File: src/rtl/crtc_pkg.sv
// constants and types of the cmos rtc register file
package crtc_pkg;

  localparam int MAIN_DEPTH = 128;
  localparam int EXT_DEPTH  = 128;
  localparam int MAIN_AW    = $clog2(MAIN_DEPTH);
  localparam int EXT_AW     = $clog2(EXT_DEPTH);

  // depth limits as 8-bit values for compares against a 7-bit index
  localparam logic [7:0] MAIN_LIM = 8'(MAIN_DEPTH);
  localparam logic [7:0] EXT_LIM  = 8'(EXT_DEPTH);

  localparam logic [6:0] IDX_SEC      = 7'h00;
  localparam logic [6:0] IDX_MIN      = 7'h02;
  localparam logic [6:0] IDX_HOUR     = 7'h04;
  localparam logic [6:0] IDX_WDAY     = 7'h06;
  localparam logic [6:0] IDX_DAY      = 7'h07;
  localparam logic [6:0] IDX_MON      = 7'h08;
  localparam logic [6:0] IDX_YEAR     = 7'h09;
  localparam logic [6:0] IDX_A        = 7'h0A;
  localparam logic [6:0] IDX_B        = 7'h0B;
  localparam logic [6:0] IDX_C        = 7'h0C;
  localparam logic [6:0] IDX_D        = 7'h0D;
  localparam logic [6:0] IDX_EXT_PTR  = 7'h3D;
  localparam logic [6:0] IDX_EXT_DATA = 7'h3F;

  localparam logic [7:0] BYTE_NONE  = 8'hFF;
  localparam logic [7:0] BYTE_ZERO  = 8'h00;
  localparam logic [7:0] C_IRQ_FLAG = 8'hC0;
  localparam logic [7:0] D_VRT      = 8'h80;

  localparam logic [2:0] TICK_LAST = 3'd7;

  typedef enum logic [2:0] {
    OP_IDX_WR  = 3'd0,
    OP_IDX_RD  = 3'd1,
    OP_DATA_RD = 3'd2,
    OP_DATA_WR = 3'd3,
    OP_TICK    = 3'd4
  } op_t;

  typedef enum logic [2:0] {
    ST_IDLE,
    ST_DECODE,
    ST_MAIN_RD,
    ST_EXT_RD,
    ST_TICK,
    ST_DONE
  } state_t;

endpackage

File: src/rtl/cmos_rtc_register_file_unit.sv
// index/data cmos rtc register file with a time-load sequencer
//
// Input channel (in_valid/in_ready) carries one operation per transaction:
// index write, index read, data read, data write or tick, plus the binary
// time fields used by a tick. The result channel (out_valid/out_ready)
// returns exactly one transaction per input: read byte, irq, rate_changed
// and rate_select.
// States per item: decode, then done for index ops, unused ops and main
// store writes; main read first for data reads, extended store writes and
// ticks; an extended store read adds ext read, a tick adds its tick steps.
// The tick steps run one after another because of the single write port
// of the main store and the shared bcd converter: C, then each of the seven
// time bytes, which SET skips. in_ready is high only while the sequencer is
// idle; the next item can be accepted while a finished result still waits
// in the output register. If the receiver stalls, the sequencer holds its
// finished result until the output register frees. Reset clears the index
// and the valid bits of both stores, so unwritten bytes read as zero, but
// a read of D returns and sets VRT, and bit 7 of a read of A shows the
// in_updating flag of the transaction.
module cmos_rtc_register_file_unit (
  input  logic       clk,
  input  logic       rst_n,
  input  logic       in_valid,
  output logic       in_ready,
  input  logic [2:0] in_op,
  input  logic [7:0] in_data,
  input  logic [5:0] in_second,
  input  logic [5:0] in_minute,
  input  logic [4:0] in_hour,
  input  logic [2:0] in_weekday,
  input  logic [4:0] in_day,
  input  logic [3:0] in_month,
  input  logic [6:0] in_year,
  input  logic       in_updating,
  output logic       out_valid,
  input  logic       out_ready,
  output logic [7:0] out_read_data,
  output logic       out_irq,
  output logic       out_rate_changed,
  output logic [3:0] out_rate_select
);

  crtc_pkg::state_t state_r, state_nxt;

  // latched transaction
  logic [2:0] op_r;
  logic [7:0] data_r;
  logic [5:0] sec_r;
  logic [5:0] min_r;
  logic [4:0] hour_r;
  logic [2:0] wday_r;
  logic [4:0] day_r;
  logic [3:0] mon_r;
  logic [6:0] year_r;
  logic       upd_r;

  logic [6:0] reg_index_r, reg_index_nxt;
  logic [7:0] b_r, b_nxt;
  logic [2:0] step_r, step_nxt;

  logic [7:0] res_rd_r, res_rd_nxt;
  logic       res_irq_r, res_irq_nxt;
  logic       res_chg_r, res_chg_nxt;
  logic [3:0] res_sel_r, res_sel_nxt;

  logic       out_valid_r;
  logic [7:0] out_rd_r;
  logic       out_irq_r;
  logic       out_chg_r;
  logic [3:0] out_sel_r;
  logic       out_load;

  // main store
  logic [7:0]                     main_mem [crtc_pkg::MAIN_DEPTH];
  logic [crtc_pkg::MAIN_DEPTH-1:0] main_vld_r;
  logic                           main_we;
  logic [6:0]                     main_waddr;
  logic [7:0]                     main_wdata;
  logic [6:0]                     main_raddr;
  logic [7:0]                     main_rd_r;
  logic                           main_rv_r;
  logic [7:0]                     mval;

  // extended store
  logic [7:0]                    ext_mem [crtc_pkg::EXT_DEPTH];
  logic [crtc_pkg::EXT_DEPTH-1:0] ext_vld_r;
  logic                          ext_we;
  logic [6:0]                    ext_addr;
  logic [7:0]                    ext_rd_r;
  logic                          ext_rv_r;
  logic [7:0]                    ext_val;

  logic       in_acc;
  logic       idx_in_main;
  logic       idx_is_ext;
  logic       ptr_in_ext;

  // shared bcd converter
  logic [6:0]  bcd_in;
  logic [6:0]  tick_addr;
  logic [14:0] bcd_prod;
  logic [3:0]  bcd_tens;
  logic [6:0]  bcd_ones;
  logic [3:0]  bcd_hi;
  logic [7:0]  bcd_out;

  assign in_ready = (state_r == crtc_pkg::ST_IDLE);
  assign in_acc   = in_valid && in_ready;

  assign out_valid        = out_valid_r;
  assign out_read_data    = out_rd_r;
  assign out_irq          = out_irq_r;
  assign out_rate_changed = out_chg_r;
  assign out_rate_select  = out_sel_r;

  assign idx_in_main = ({1'b0, reg_index_r} < crtc_pkg::MAIN_LIM);
  assign idx_is_ext  = (reg_index_r == crtc_pkg::IDX_EXT_DATA);
  assign mval        = main_rv_r ? main_rd_r : crtc_pkg::BYTE_ZERO;
  assign ext_val     = ext_rv_r ? ext_rd_r : crtc_pkg::BYTE_ZERO;
  assign ptr_in_ext  = ({1'b0, mval[6:0]} < crtc_pkg::EXT_LIM);
  assign ext_addr    = mval[6:0];

  // time field and target byte for each tick step
  always_comb begin
    case (step_r)
      3'd1: begin
        bcd_in    = {1'b0, sec_r};
        tick_addr = crtc_pkg::IDX_SEC;
      end
      3'd2: begin
        bcd_in    = {1'b0, min_r};
        tick_addr = crtc_pkg::IDX_MIN;
      end
      3'd3: begin
        bcd_in    = {2'b00, hour_r};
        tick_addr = crtc_pkg::IDX_HOUR;
      end
      3'd4: begin
        bcd_in    = {4'b0000, wday_r};
        tick_addr = crtc_pkg::IDX_WDAY;
      end
      3'd5: begin
        bcd_in    = {2'b00, day_r};
        tick_addr = crtc_pkg::IDX_DAY;
      end
      3'd6: begin
        bcd_in    = {3'b000, mon_r};
        tick_addr = crtc_pkg::IDX_MON;
      end
      default: begin
        bcd_in    = year_r;
        tick_addr = crtc_pkg::IDX_YEAR;
      end
    endcase
  end

  // v / 10 as (v * 205) >> 11, exact for every 7-bit value
  assign bcd_prod = 15'(bcd_in) * 15'd205;
  assign bcd_tens = bcd_prod[14:11];
  assign bcd_ones = bcd_in - 7'(bcd_tens) * 7'd10;
  assign bcd_hi   = (bcd_tens >= 4'd10) ? (bcd_tens - 4'd10) : bcd_tens;
  assign bcd_out  = {bcd_hi, bcd_ones[3:0]};

  always_ff @(posedge clk) begin
    if (!rst_n) begin
      state_r     <= crtc_pkg::ST_IDLE;
      reg_index_r <= '0;
      step_r      <= '0;
    end else begin
      state_r     <= state_nxt;
      reg_index_r <= reg_index_nxt;
      step_r      <= step_nxt;
    end
  end

  always_ff @(posedge clk) begin
    if (in_acc) begin
      op_r   <= in_op;
      data_r <= in_data;
      sec_r  <= in_second;
      min_r  <= in_minute;
      hour_r <= in_hour;
      wday_r <= in_weekday;
      day_r  <= in_day;
      mon_r  <= in_month;
      year_r <= in_year;
      upd_r  <= in_updating;
    end
    b_r       <= b_nxt;
    res_rd_r  <= res_rd_nxt;
    res_irq_r <= res_irq_nxt;
    res_chg_r <= res_chg_nxt;
    res_sel_r <= res_sel_nxt;
  end

  always_comb begin
    state_nxt     = state_r;
    reg_index_nxt = reg_index_r;
    b_nxt         = b_r;
    step_nxt      = step_r;
    res_rd_nxt    = res_rd_r;
    res_irq_nxt   = res_irq_r;
    res_chg_nxt   = res_chg_r;
    res_sel_nxt   = res_sel_r;
    main_we       = 1'b0;
    main_waddr    = reg_index_r;
    main_wdata    = data_r;
    main_raddr    = reg_index_r;
    ext_we        = 1'b0;
    out_load      = 1'b0;

    case (state_r)
      crtc_pkg::ST_IDLE: begin
        res_rd_nxt  = crtc_pkg::BYTE_NONE;
        res_irq_nxt = 1'b0;
        res_chg_nxt = 1'b0;
        res_sel_nxt = 4'd0;
        if (in_valid) begin
          state_nxt = crtc_pkg::ST_DECODE;
        end
      end

      crtc_pkg::ST_DECODE: begin
        state_nxt = crtc_pkg::ST_DONE;
        case (op_r)
          crtc_pkg::OP_IDX_WR: begin
            reg_index_nxt = data_r[6:0];
          end
          crtc_pkg::OP_DATA_RD: begin
            if (idx_is_ext) begin
              main_raddr = crtc_pkg::IDX_EXT_PTR;
              state_nxt  = crtc_pkg::ST_MAIN_RD;
            end else if (idx_in_main) begin
              state_nxt = crtc_pkg::ST_MAIN_RD;
            end
          end
          crtc_pkg::OP_DATA_WR: begin
            if (idx_is_ext) begin
              main_raddr = crtc_pkg::IDX_EXT_PTR;
              state_nxt  = crtc_pkg::ST_MAIN_RD;
            end else begin
              main_we = idx_in_main;
              if (reg_index_r == crtc_pkg::IDX_A) begin
                res_chg_nxt = 1'b1;
                res_sel_nxt = data_r[3:0];
              end
            end
          end
          crtc_pkg::OP_TICK: begin
            main_raddr = crtc_pkg::IDX_B;
            state_nxt  = crtc_pkg::ST_MAIN_RD;
          end
          default: begin
            state_nxt = crtc_pkg::ST_DONE;
          end
        endcase
      end

      crtc_pkg::ST_MAIN_RD: begin
        state_nxt = crtc_pkg::ST_DONE;
        case (op_r)
          crtc_pkg::OP_DATA_RD: begin
            res_rd_nxt = mval;
            if (reg_index_r == crtc_pkg::IDX_C) begin
              // reading C acknowledges the interrupt flags
              main_we    = 1'b1;
              main_waddr = crtc_pkg::IDX_C;
              main_wdata = crtc_pkg::BYTE_ZERO;
            end else if (reg_index_r == crtc_pkg::IDX_A) begin
              res_rd_nxt = {upd_r, mval[6:0]};
            end else if (reg_index_r == crtc_pkg::IDX_D) begin
              if (mval == crtc_pkg::BYTE_ZERO) begin
                main_we    = 1'b1;
                main_waddr = crtc_pkg::IDX_D;
                main_wdata = crtc_pkg::D_VRT;
                res_rd_nxt = crtc_pkg::D_VRT;
              end
            end else if (idx_is_ext) begin
              if (ptr_in_ext) begin
                state_nxt = crtc_pkg::ST_EXT_RD;
              end else begin
                res_rd_nxt = crtc_pkg::BYTE_NONE;
              end
            end
          end
          crtc_pkg::OP_DATA_WR: begin
            ext_we = ptr_in_ext;
          end
          crtc_pkg::OP_TICK: begin
            b_nxt     = mval;
            step_nxt  = 3'd0;
            state_nxt = crtc_pkg::ST_TICK;
          end
          default: begin
            state_nxt = crtc_pkg::ST_DONE;
          end
        endcase
      end

      crtc_pkg::ST_EXT_RD: begin
        res_rd_nxt = ext_val;
        state_nxt  = crtc_pkg::ST_DONE;
      end

      crtc_pkg::ST_TICK: begin
        if (step_r == 3'd0) begin
          main_we     = b_r[6];
          main_waddr  = crtc_pkg::IDX_C;
          main_wdata  = crtc_pkg::C_IRQ_FLAG;
          res_irq_nxt = b_r[6];
          // SET bit freezes the time bytes
          if (b_r[7]) begin
            state_nxt = crtc_pkg::ST_DONE;
          end else begin
            step_nxt = step_r + 3'd1;
          end
        end else begin
          main_we    = 1'b1;
          main_waddr = tick_addr;
          main_wdata = bcd_out;
          if (step_r == crtc_pkg::TICK_LAST) begin
            state_nxt = crtc_pkg::ST_DONE;
          end else begin
            step_nxt = step_r + 3'd1;
          end
        end
      end

      crtc_pkg::ST_DONE: begin
        if (!out_valid_r || out_ready) begin
          out_load  = 1'b1;
          state_nxt = crtc_pkg::ST_IDLE;
        end
      end

      default: begin
        state_nxt = crtc_pkg::ST_IDLE;
      end
    endcase
  end

  // main store memory, unwritten entries read as zero
  always_ff @(posedge clk) begin
    if (main_we) begin
      main_mem[main_waddr[crtc_pkg::MAIN_AW-1:0]] <= main_wdata;
    end
    main_rd_r <= main_mem[main_raddr[crtc_pkg::MAIN_AW-1:0]];
    main_rv_r <= main_vld_r[main_raddr[crtc_pkg::MAIN_AW-1:0]];
  end

  always_ff @(posedge clk) begin
    if (!rst_n) begin
      main_vld_r <= '0;
    end else if (main_we) begin
      main_vld_r[main_waddr[crtc_pkg::MAIN_AW-1:0]] <= 1'b1;
    end
  end

  // extended store memory
  always_ff @(posedge clk) begin
    if (ext_we) begin
      ext_mem[ext_addr[crtc_pkg::EXT_AW-1:0]] <= data_r;
    end
    ext_rd_r <= ext_mem[ext_addr[crtc_pkg::EXT_AW-1:0]];
    ext_rv_r <= ext_vld_r[ext_addr[crtc_pkg::EXT_AW-1:0]];
  end

  always_ff @(posedge clk) begin
    if (!rst_n) begin
      ext_vld_r <= '0;
    end else if (ext_we) begin
      ext_vld_r[ext_addr[crtc_pkg::EXT_AW-1:0]] <= 1'b1;
    end
  end

  // output register
  always_ff @(posedge clk) begin
    if (!rst_n) begin
      out_valid_r <= 1'b0;
    end else if (out_load) begin
      out_valid_r <= 1'b1;
    end else if (out_ready) begin
      out_valid_r <= 1'b0;
    end
  end

  always_ff @(posedge clk) begin
    if (out_load) begin
      out_rd_r  <= res_rd_r;
      out_irq_r <= res_irq_r;
      out_chg_r <= res_chg_r;
      out_sel_r <= res_sel_r;
    end
  end

endmodule

File: config.mk
export PLATFORM = sky130hd
export DESIGN_NAME = cmos_rtc_register_file_unit
export DESIGN_NICKNAME = d
export VERILOG_FILES = /design/src/rtl/crtc_pkg.sv /design/src/rtl/cmos_rtc_register_file_unit.sv
export SDC_FILE = /design/constraint.sdc
export NUM_CORES = 2
export LEC_CHECK = 0
export BUFFER_PORTS_ARGS = -buffer_cell sky130_fd_sc_hd__buf_2
export CAP_MARGIN = 40
export CORE_ASPECT_RATIO = 0.8
export CORE_MARGIN = 2
export CORE_UTILIZATION = 23
export CTS_BUF_LIST = sky130_fd_sc_hd__clkbuf_8 sky130_fd_sc_hd__clkbuf_16
export CTS_CLUSTER_SIZE = 14
export DETAILED_ROUTE_END_ITERATION = 7
export SLEW_MARGIN = 10
export SYNTH_ARGS = -nofsm -noshare
export SYNTH_HDL_FRONTEND = slang
export SYNTH_SLANG_ARGS = --single-unit
export TNS_END_PERCENT = 1
File: constraint.sdc
create_clock -name clk -period 11.35 [get_ports clk]
set_input_delay 3.405 -clock clk [delete_from_list [all_inputs] [get_ports clk]]
set_output_delay 3.405 -clock clk [all_outputs]
set_load 0.02 [all_outputs]
# Word level (Yosys, flattened, before mapping)
# Memories as Yosys holds them, arrays and structs flattened. A register that Yosys moved wholly into a read port is not among the register bits.
# Cells that the tools add are included.
# Widths: inputs -> output; s select.
[classes]
magnitude_cmp = 6
n_bitwise = 2
reduce_logical = 23
mul = 2
n_addsub = 3
n_eq_ne = 31
muxes = 83
[op_table]
columns = ["op", "n"]
rows = [
  ["$or 128x128->128", 2],
  ["$mux 8", 13],
  ["$mux 7", 8],
  ["$mux 3", 14],
  ["$pmux 7 s6", 1],
  ["$pmux 7 s2", 2],
  ["$mux 1", 26],
  ["$lt 7x8->1 const B", 3],
  ["$pmux 4 s6", 1],
  ["$pmux 8 s3", 1],
  ["$eq 3x3->1 const B", 7],
  ["$eq 7x4->1 const B", 3],
  ["$eq 3x2->1 const B", 6],
  ["$pmux 3 s2", 3],
  ["$pmux 3 s6", 1],
  ["$mux 4", 4],
  ["$pmux 8 s2", 1],
  ["$mul 7x8->15 const B", 1],
  ["$bmux 1 s7", 2],
  ["$demux 1 s7", 2],
  ["$ge 7x1->1 const B", 2],
  ["$ne 2x2->1 const B", 7],
  ["$ne 3x3->1 const B", 4],
  ["$reduce_and 4->1", 3],
  ["20 further kinds", 33],
]
[word_totals]
regBits = 356
ramBits = 2048
elab_cells = 179
out_inout_bits = 16
mem_count = 2
[memory_table]
columns = ["name", "words", "word_bits", "read_ports", "rd_clocked_by_memory_dff", "wr", "line_no", "text"]
rows = [
  ["ext_mem", 128, 8, 1, 1, 1, "cmos_rtc_register_file_unit.sv:85", "logic [7:0] ext_mem [crtc_pkg::EXT_DEPTH];"],
  ["main_mem", 128, 8, 1, 1, 1, "cmos_rtc_register_file_unit.sv:74", "logic [7:0] main_mem [crtc_pkg::MAIN_DEPTH];"],
]

# Depth between registers and ports, before layout
[logic_depth]
word_depth = 13
ltp_mapped = 27
depth_no_buf = 25

# Least setup slack after synthesis
# No wires, ideal clock.
[synth_timing]
path_type = "register to register"
start = "register step_r[2]"
end = "memory main_mem[0][7] (data pin)"
t_arrival_ps = 10254
required_ps = 10126
setup_ps = 1224
path_stages_with_launch = 24
setup_slack_ps = -128
synth_period_minus_slack_ps = 11478
n_path_buf = 3
path_cell_list = "dfxtp_1 > buf_2 > inv_1 > ha_1 > clkbuf_1 > or4_1 > buf_2 > a21oi_1 > ha_1 > ha_1 > fa_1 > fa_1 > ha_1 > a21o_1 > a21o_1 > a21o_1 > a21oi_1 > o21ai_1 > a21oi_1 > xnor2_1 > inv_2 > ha_1 > a21oi_1 > o31ai_1"
[synth_via]
elab_chain_len = 7
word_cells_on_any_way = 14
classes_between = "add/sub (1); mul (1); order compare (1); eq/ne (6); mux (4); reduce/logical (1)"
[synth_lines]
columns = ["element", "line_no", "text"]
rows = [
  ["start, declared", "cmos_rtc_register_file_unit.sv:59", "logic [2:0] step_r, step_nxt;"],
  ["start signal, assigned", "cmos_rtc_register_file_unit.sv:172", "step_r <= step_nxt;"],
  ["$eq 3x3->1, or another cell as far along", "cmos_rtc_register_file_unit.sv:125", "case (step_r)"],
  ["$pmux 7 s6", "cmos_rtc_register_file_unit.sv:125", ""],
  ["$mul 7x8->15", "cmos_rtc_register_file_unit.sv:158", "assign bcd_prod = 15'(bcd_in) * 15'd205;"],
  ["$sub 4x4->4 or $ge 4x4->1 (tied branches)", "cmos_rtc_register_file_unit.sv:161", "assign bcd_hi = (bcd_tens >= 4'd10) ? (bcd_tens - 4'd10) : bcd_tens;"],
  ["$mux 4", "cmos_rtc_register_file_unit.sv:161", ""],
  ["$mux 8 (*)", "cmos_rtc_register_file_unit.sv:306", "if (step_r == 3'd0) begin"],
  ["$pmux 8 s2 (*)", "cmos_rtc_register_file_unit.sv:212", "case (state_r)"],
  ["via main_wdata[7]", "cmos_rtc_register_file_unit.sv:78", "logic [7:0] main_wdata;"],
  ["end, declared", "cmos_rtc_register_file_unit.sv:74", ""],
]
# The timed path passes the listed nets; every way through them passes the cells marked *.

# Final worst setup path
[layout_timing]
start = "register step_r[2]"
end = "memory main_mem[89][3] (data pin)"
[layout_via]
elab_chain_len = 7
word_cells_on_any_way = 13
classes_between = "add/sub (1); mul (2); eq/ne (6); mux (3); reduce/logical (1)"
[layout_lines]
columns = ["element", "line_no", "text"]
rows = [
  ["$eq 3x3->1, or another cell as far along", "cmos_rtc_register_file_unit.sv:125", ""],
  ["$pmux 7 s6", "cmos_rtc_register_file_unit.sv:125", ""],
  ["$mul 7x8->15", "cmos_rtc_register_file_unit.sv:158", ""],
  ["$mul 4x3->3", "cmos_rtc_register_file_unit.sv:160", "assign bcd_ones = bcd_in - 7'(bcd_tens) * 7'd10;"],
  ["$sub 4x4->4", "cmos_rtc_register_file_unit.sv:160", ""],
  ["$mux 8 (*)", "cmos_rtc_register_file_unit.sv:306", ""],
  ["$pmux 8 s2 (*)", "cmos_rtc_register_file_unit.sv:212", ""],
  ["via main_wdata[3]", "cmos_rtc_register_file_unit.sv:78", ""],
]
# Marked as above.

==> results_dict.tcl <==
set metrics [dict create \
    rsz0062_at_grt "false" \
    dp_hpwl_mm 168 \
    pre_cts_slack_ns 2.93 \
    drv_slew 0 \
    synth_edf_count 2126 \
    fp.dieH_um 575 \
    cp-start-kind "register" \
    synth_adder_area_share 0.00740 \
    track_usage 0.127 \
    muxShareOfSynthArea 0.0819 \
    hold_path.class "reg2reg" \
    synth_xor_area_frac 0.000935 \
    power_frac_comb 0.149 \
    max_freq_mhz 116 \
    drt_iter0_markers 6937 \
    h-tree-depth 4 \
    yosysMostFrequentCell "edfxtp_1" \
    yosysWarningCount 0 \
    power.leakage_nw 34.6 \
    yosysTopAreaCellShare 0.682 \
    firstDrtPassIters 8 \
    drc 0 \
    crit_path_top_delay_cell "dfxtp_1" \
    synth_seq_area_share 0.743 \
    post-route-period-util 0.758 \
    intPower_mw 15.7 \
    critPathRequiredTime_ns 11.92 \
    numCtsBuffers 235 \
    fp-row-count 209 \
    synth_top_family_by_area "compound AO/OA/AOI/OAI gates" \
    holdWs_ns 0.415 \
    synth-async-reset-ratio 0 \
    synthSimpleGateAreaFrac 0.0443 \
    criticalPathCategory "reg2reg" \
    setup_viol 0 \
    status "completed" \
    clkPwrFrac 0.370 \
    switching_share 0.268 \
    die_area_mm2 0.412 \
    final_hold_viol_count 0 \
    synth_seq_cells 2414 \
    cp_top_family "adder cells" \
    die-width_um 717 \
    skew_ns 0.0669 \
    grt_first_pass_wirelength_mm 392 \
    maxCapViolations 0 \
    worst_slack_ns 2.75 \
    worstMarginPinSlew_ns 1.10 \
    final_area_mm2 0.111 \
    crit_buf_inv 5 \
    via_per_inst 4.73 \
    yosysUniqueCellTypes 72 \
    syn-cell-area_mm2 0.0937 \
    routabilityCongestion 0.883 \
    routed-via-count 56200 \
    peakVddDrop_v 0.000158 \
    cp.arrival_ns 9.17 \
    p_switching_mw 5.73 \
    ios 68 \
    cts_hold_buf 0 \
    antenna_found_initial 14 \
    n_fill_cell 40500 \
    cts_tree "built" \
    cts_resized 0 \
    clock_latency_ns 0.93 \
    cts_root_buf "clkbuf_16" \
    p_per_area_mw_per_mm2 193 \
    synth_compound_area_frac 0.103 \
    fin_setup_tns_ns 0 \
    min_period_ns 8.60 \
    cpPeakStageDelay_ns 0.78 \
    wirelength_mm 272 \
    start_util 0.231 \
    maxSlewHeadroom 0.265 \
    route.antenna.remaining_nets 0 \
    drive_gt1_frac 0.139 \
    worstSetupEndpointType "register" \
    p_seq_frac 0.482 \
    crit_fanout 72 \
    io_buffers 67 \
    clock_sinks 2414 \
    syn-instance-count 5954 \
    synth_area_leaders "edfxtp_1 (68%), mux2i_1 (7.8%), dfxtp_1 (6.2%), a22oi_1 (3.2%), o21a_1 (2.1%)" \
    dpl-instance-area_mm2 0.102 \
    cpMostUsedCell "ha_1" \
    cp_cell_sequence "inv_1, ha_1, or4_1, a21oi_1, ha_1, ha_1, inv_1, fa_1, inv_1, fa_1, ha_1, nand4_1, o41a_1, o21bai_1, xor2_1, ha_1, inv_1, fa_1, xor2_1, xnor2_1, xnor2_1, o21ai_4, buf_4" \
    areaGrowthSynthToFinish_pct 18.0 \
    synth_ff_type "edfxtp_1" \
    clockBufferDepth 4 \
    nets 6374 \
    wl_per_cell_um 22.9 \
    grt_start_max_net_pins 136 \
    synth.cells.most_frequent "edfxtp_1 (2126), mux2i_1 (733), a22oi_1 (403), nor2_1 (336), nand2_1 (311)" \
    yosysTopAreaCell "edfxtp_1" \
    cts_setup_buffers 0 \
    coreArea_mm2 0.405 \
    syn_avg_cell_area_um2 15.7 \
    grt-ovfl-total 0 \
    clk_pin_slew_ns 0.06 \
    grt_pass1_vias 54800 \
]
[worst paths after layout]
| path | from | to | slack (ns) | cells after the start |
|---|---|---|---|---|
| max | step_r[2] | main_mem[89][3] | 2.75 | 23 |
| min | res_chg_r | out_rate_changed | 0.41 | 0 |
| max reg2reg | step_r[2] | main_mem[89][3] | 2.75 | 23 |
| min reg2reg | res_chg_r | out_rate_changed | 0.41 | 0 |
[state kept, by name, indices dropped and copies added (netlist names), 6 cells and up]
name and flops:
out_read_data 8, ext_mem 1024, reg_index_r 7, ext_vld_r 128, ext_rd_r 8, year_r 7
sec_r 6, min_r 6, main_rd_r 8, main_mem 1024, res_rd_r 8, data_r 8
main_vld_r 128
[layout make-up]
cell class                      instances  area [um2]  area share
Sequential cell                      2414       69600       0.630
Timing Repair Buffer                  447        3530      0.0320
Multi-Input combinational cell       3141       22600       0.204
Antenna cell                           31        77.6    0.000702
Clock inverter                        150        1350      0.0122
Inverter                               33         125     0.00113
Clock buffer                          283        6540      0.0592
Tap cell                             5380        6730      0.0609
[per-stage QoR]
stage                     total power [mW]  std cells   util
after global routing                  22.0      11900  0.273
after CTS                             21.4      11800  0.272
final                                 21.4      11900  0.273
after floorplan                       12.3       5961      -
after detailed placement              13.6      11400  0.253
after global placement                13.5      11200  0.248
[worst reg2reg max path, delay by kind of cell, from the launching register on]
kind | cells | cell delay (ns)
fa+ha+maj | 8 | 2.86
flops | 1 | 0.78
compound gates | 4 | 1.65
simple gates | 2 | 0.81
xor+xnor | 4 | 0.91
buf+inv | 5 | 1.16
[cell families (layout without fill, tap and decap cells)]
logic type | count (synthesis) | in the layout
other | 1 | 39
adder cells (fa/ha/maj) | 50 | 50
XOR/XNOR | 10 | 10
AO/OA/AOI/OAI | 1360 | 1360
buffers and inverters | 406 | 913
flip-flops | 2414 | 2414
AND/OR/NAND/NOR | 950 | 950
multiplexers | 763 | 763
[layer usage]
layer | share of wire | wire length, um | up-vias | global-route usage
met4 | 0.047 | 12700 | 0 | 0.0539
met2 | 0.45 | 122000 | 2860 | 0.198
met5 | 0 | 0 | - | 0
met1 | 0.41 | 110000 | 28700 | 0.171
met3 | 0.099 | 26900 | 512 | 0.0279
li1 | - | - | 24100 | -
[power groups by stage]
| stage | clock network (mW) | registers (mW) | logic (mW) |
|---|---|---|---|
| after detailed placement | 0 | 10.5 | 3.11 |
| after floorplan | 0 | 10.6 | 1.74 |
| after global routing | 8.36 | 10.3 | 3.36 |
| after CTS | 8.02 | 10.3 | 3.12 |
| after global placement | 0 | 10.5 | 3.03 |
| final | 7.91 | 10.3 | 3.18 |
[layout by cell type (no fill, tap or decap), types with 63 or more instances in the layout]
master,instances
dfxtp_1,285
inv_1,78
a211oi_1,80
mux2i_1,733
o22ai_1,63
edfxtp_1,2126
o21a_1,260
buf_2,74
nor2_1,324
o21ai_0,101
buf_4,332
clkbuf_16,235
a22oi_1,403
a21oi_1,186
nand2_1,306
nand3_1,149
No activity file was read; power rests on OpenSTA's default activity.
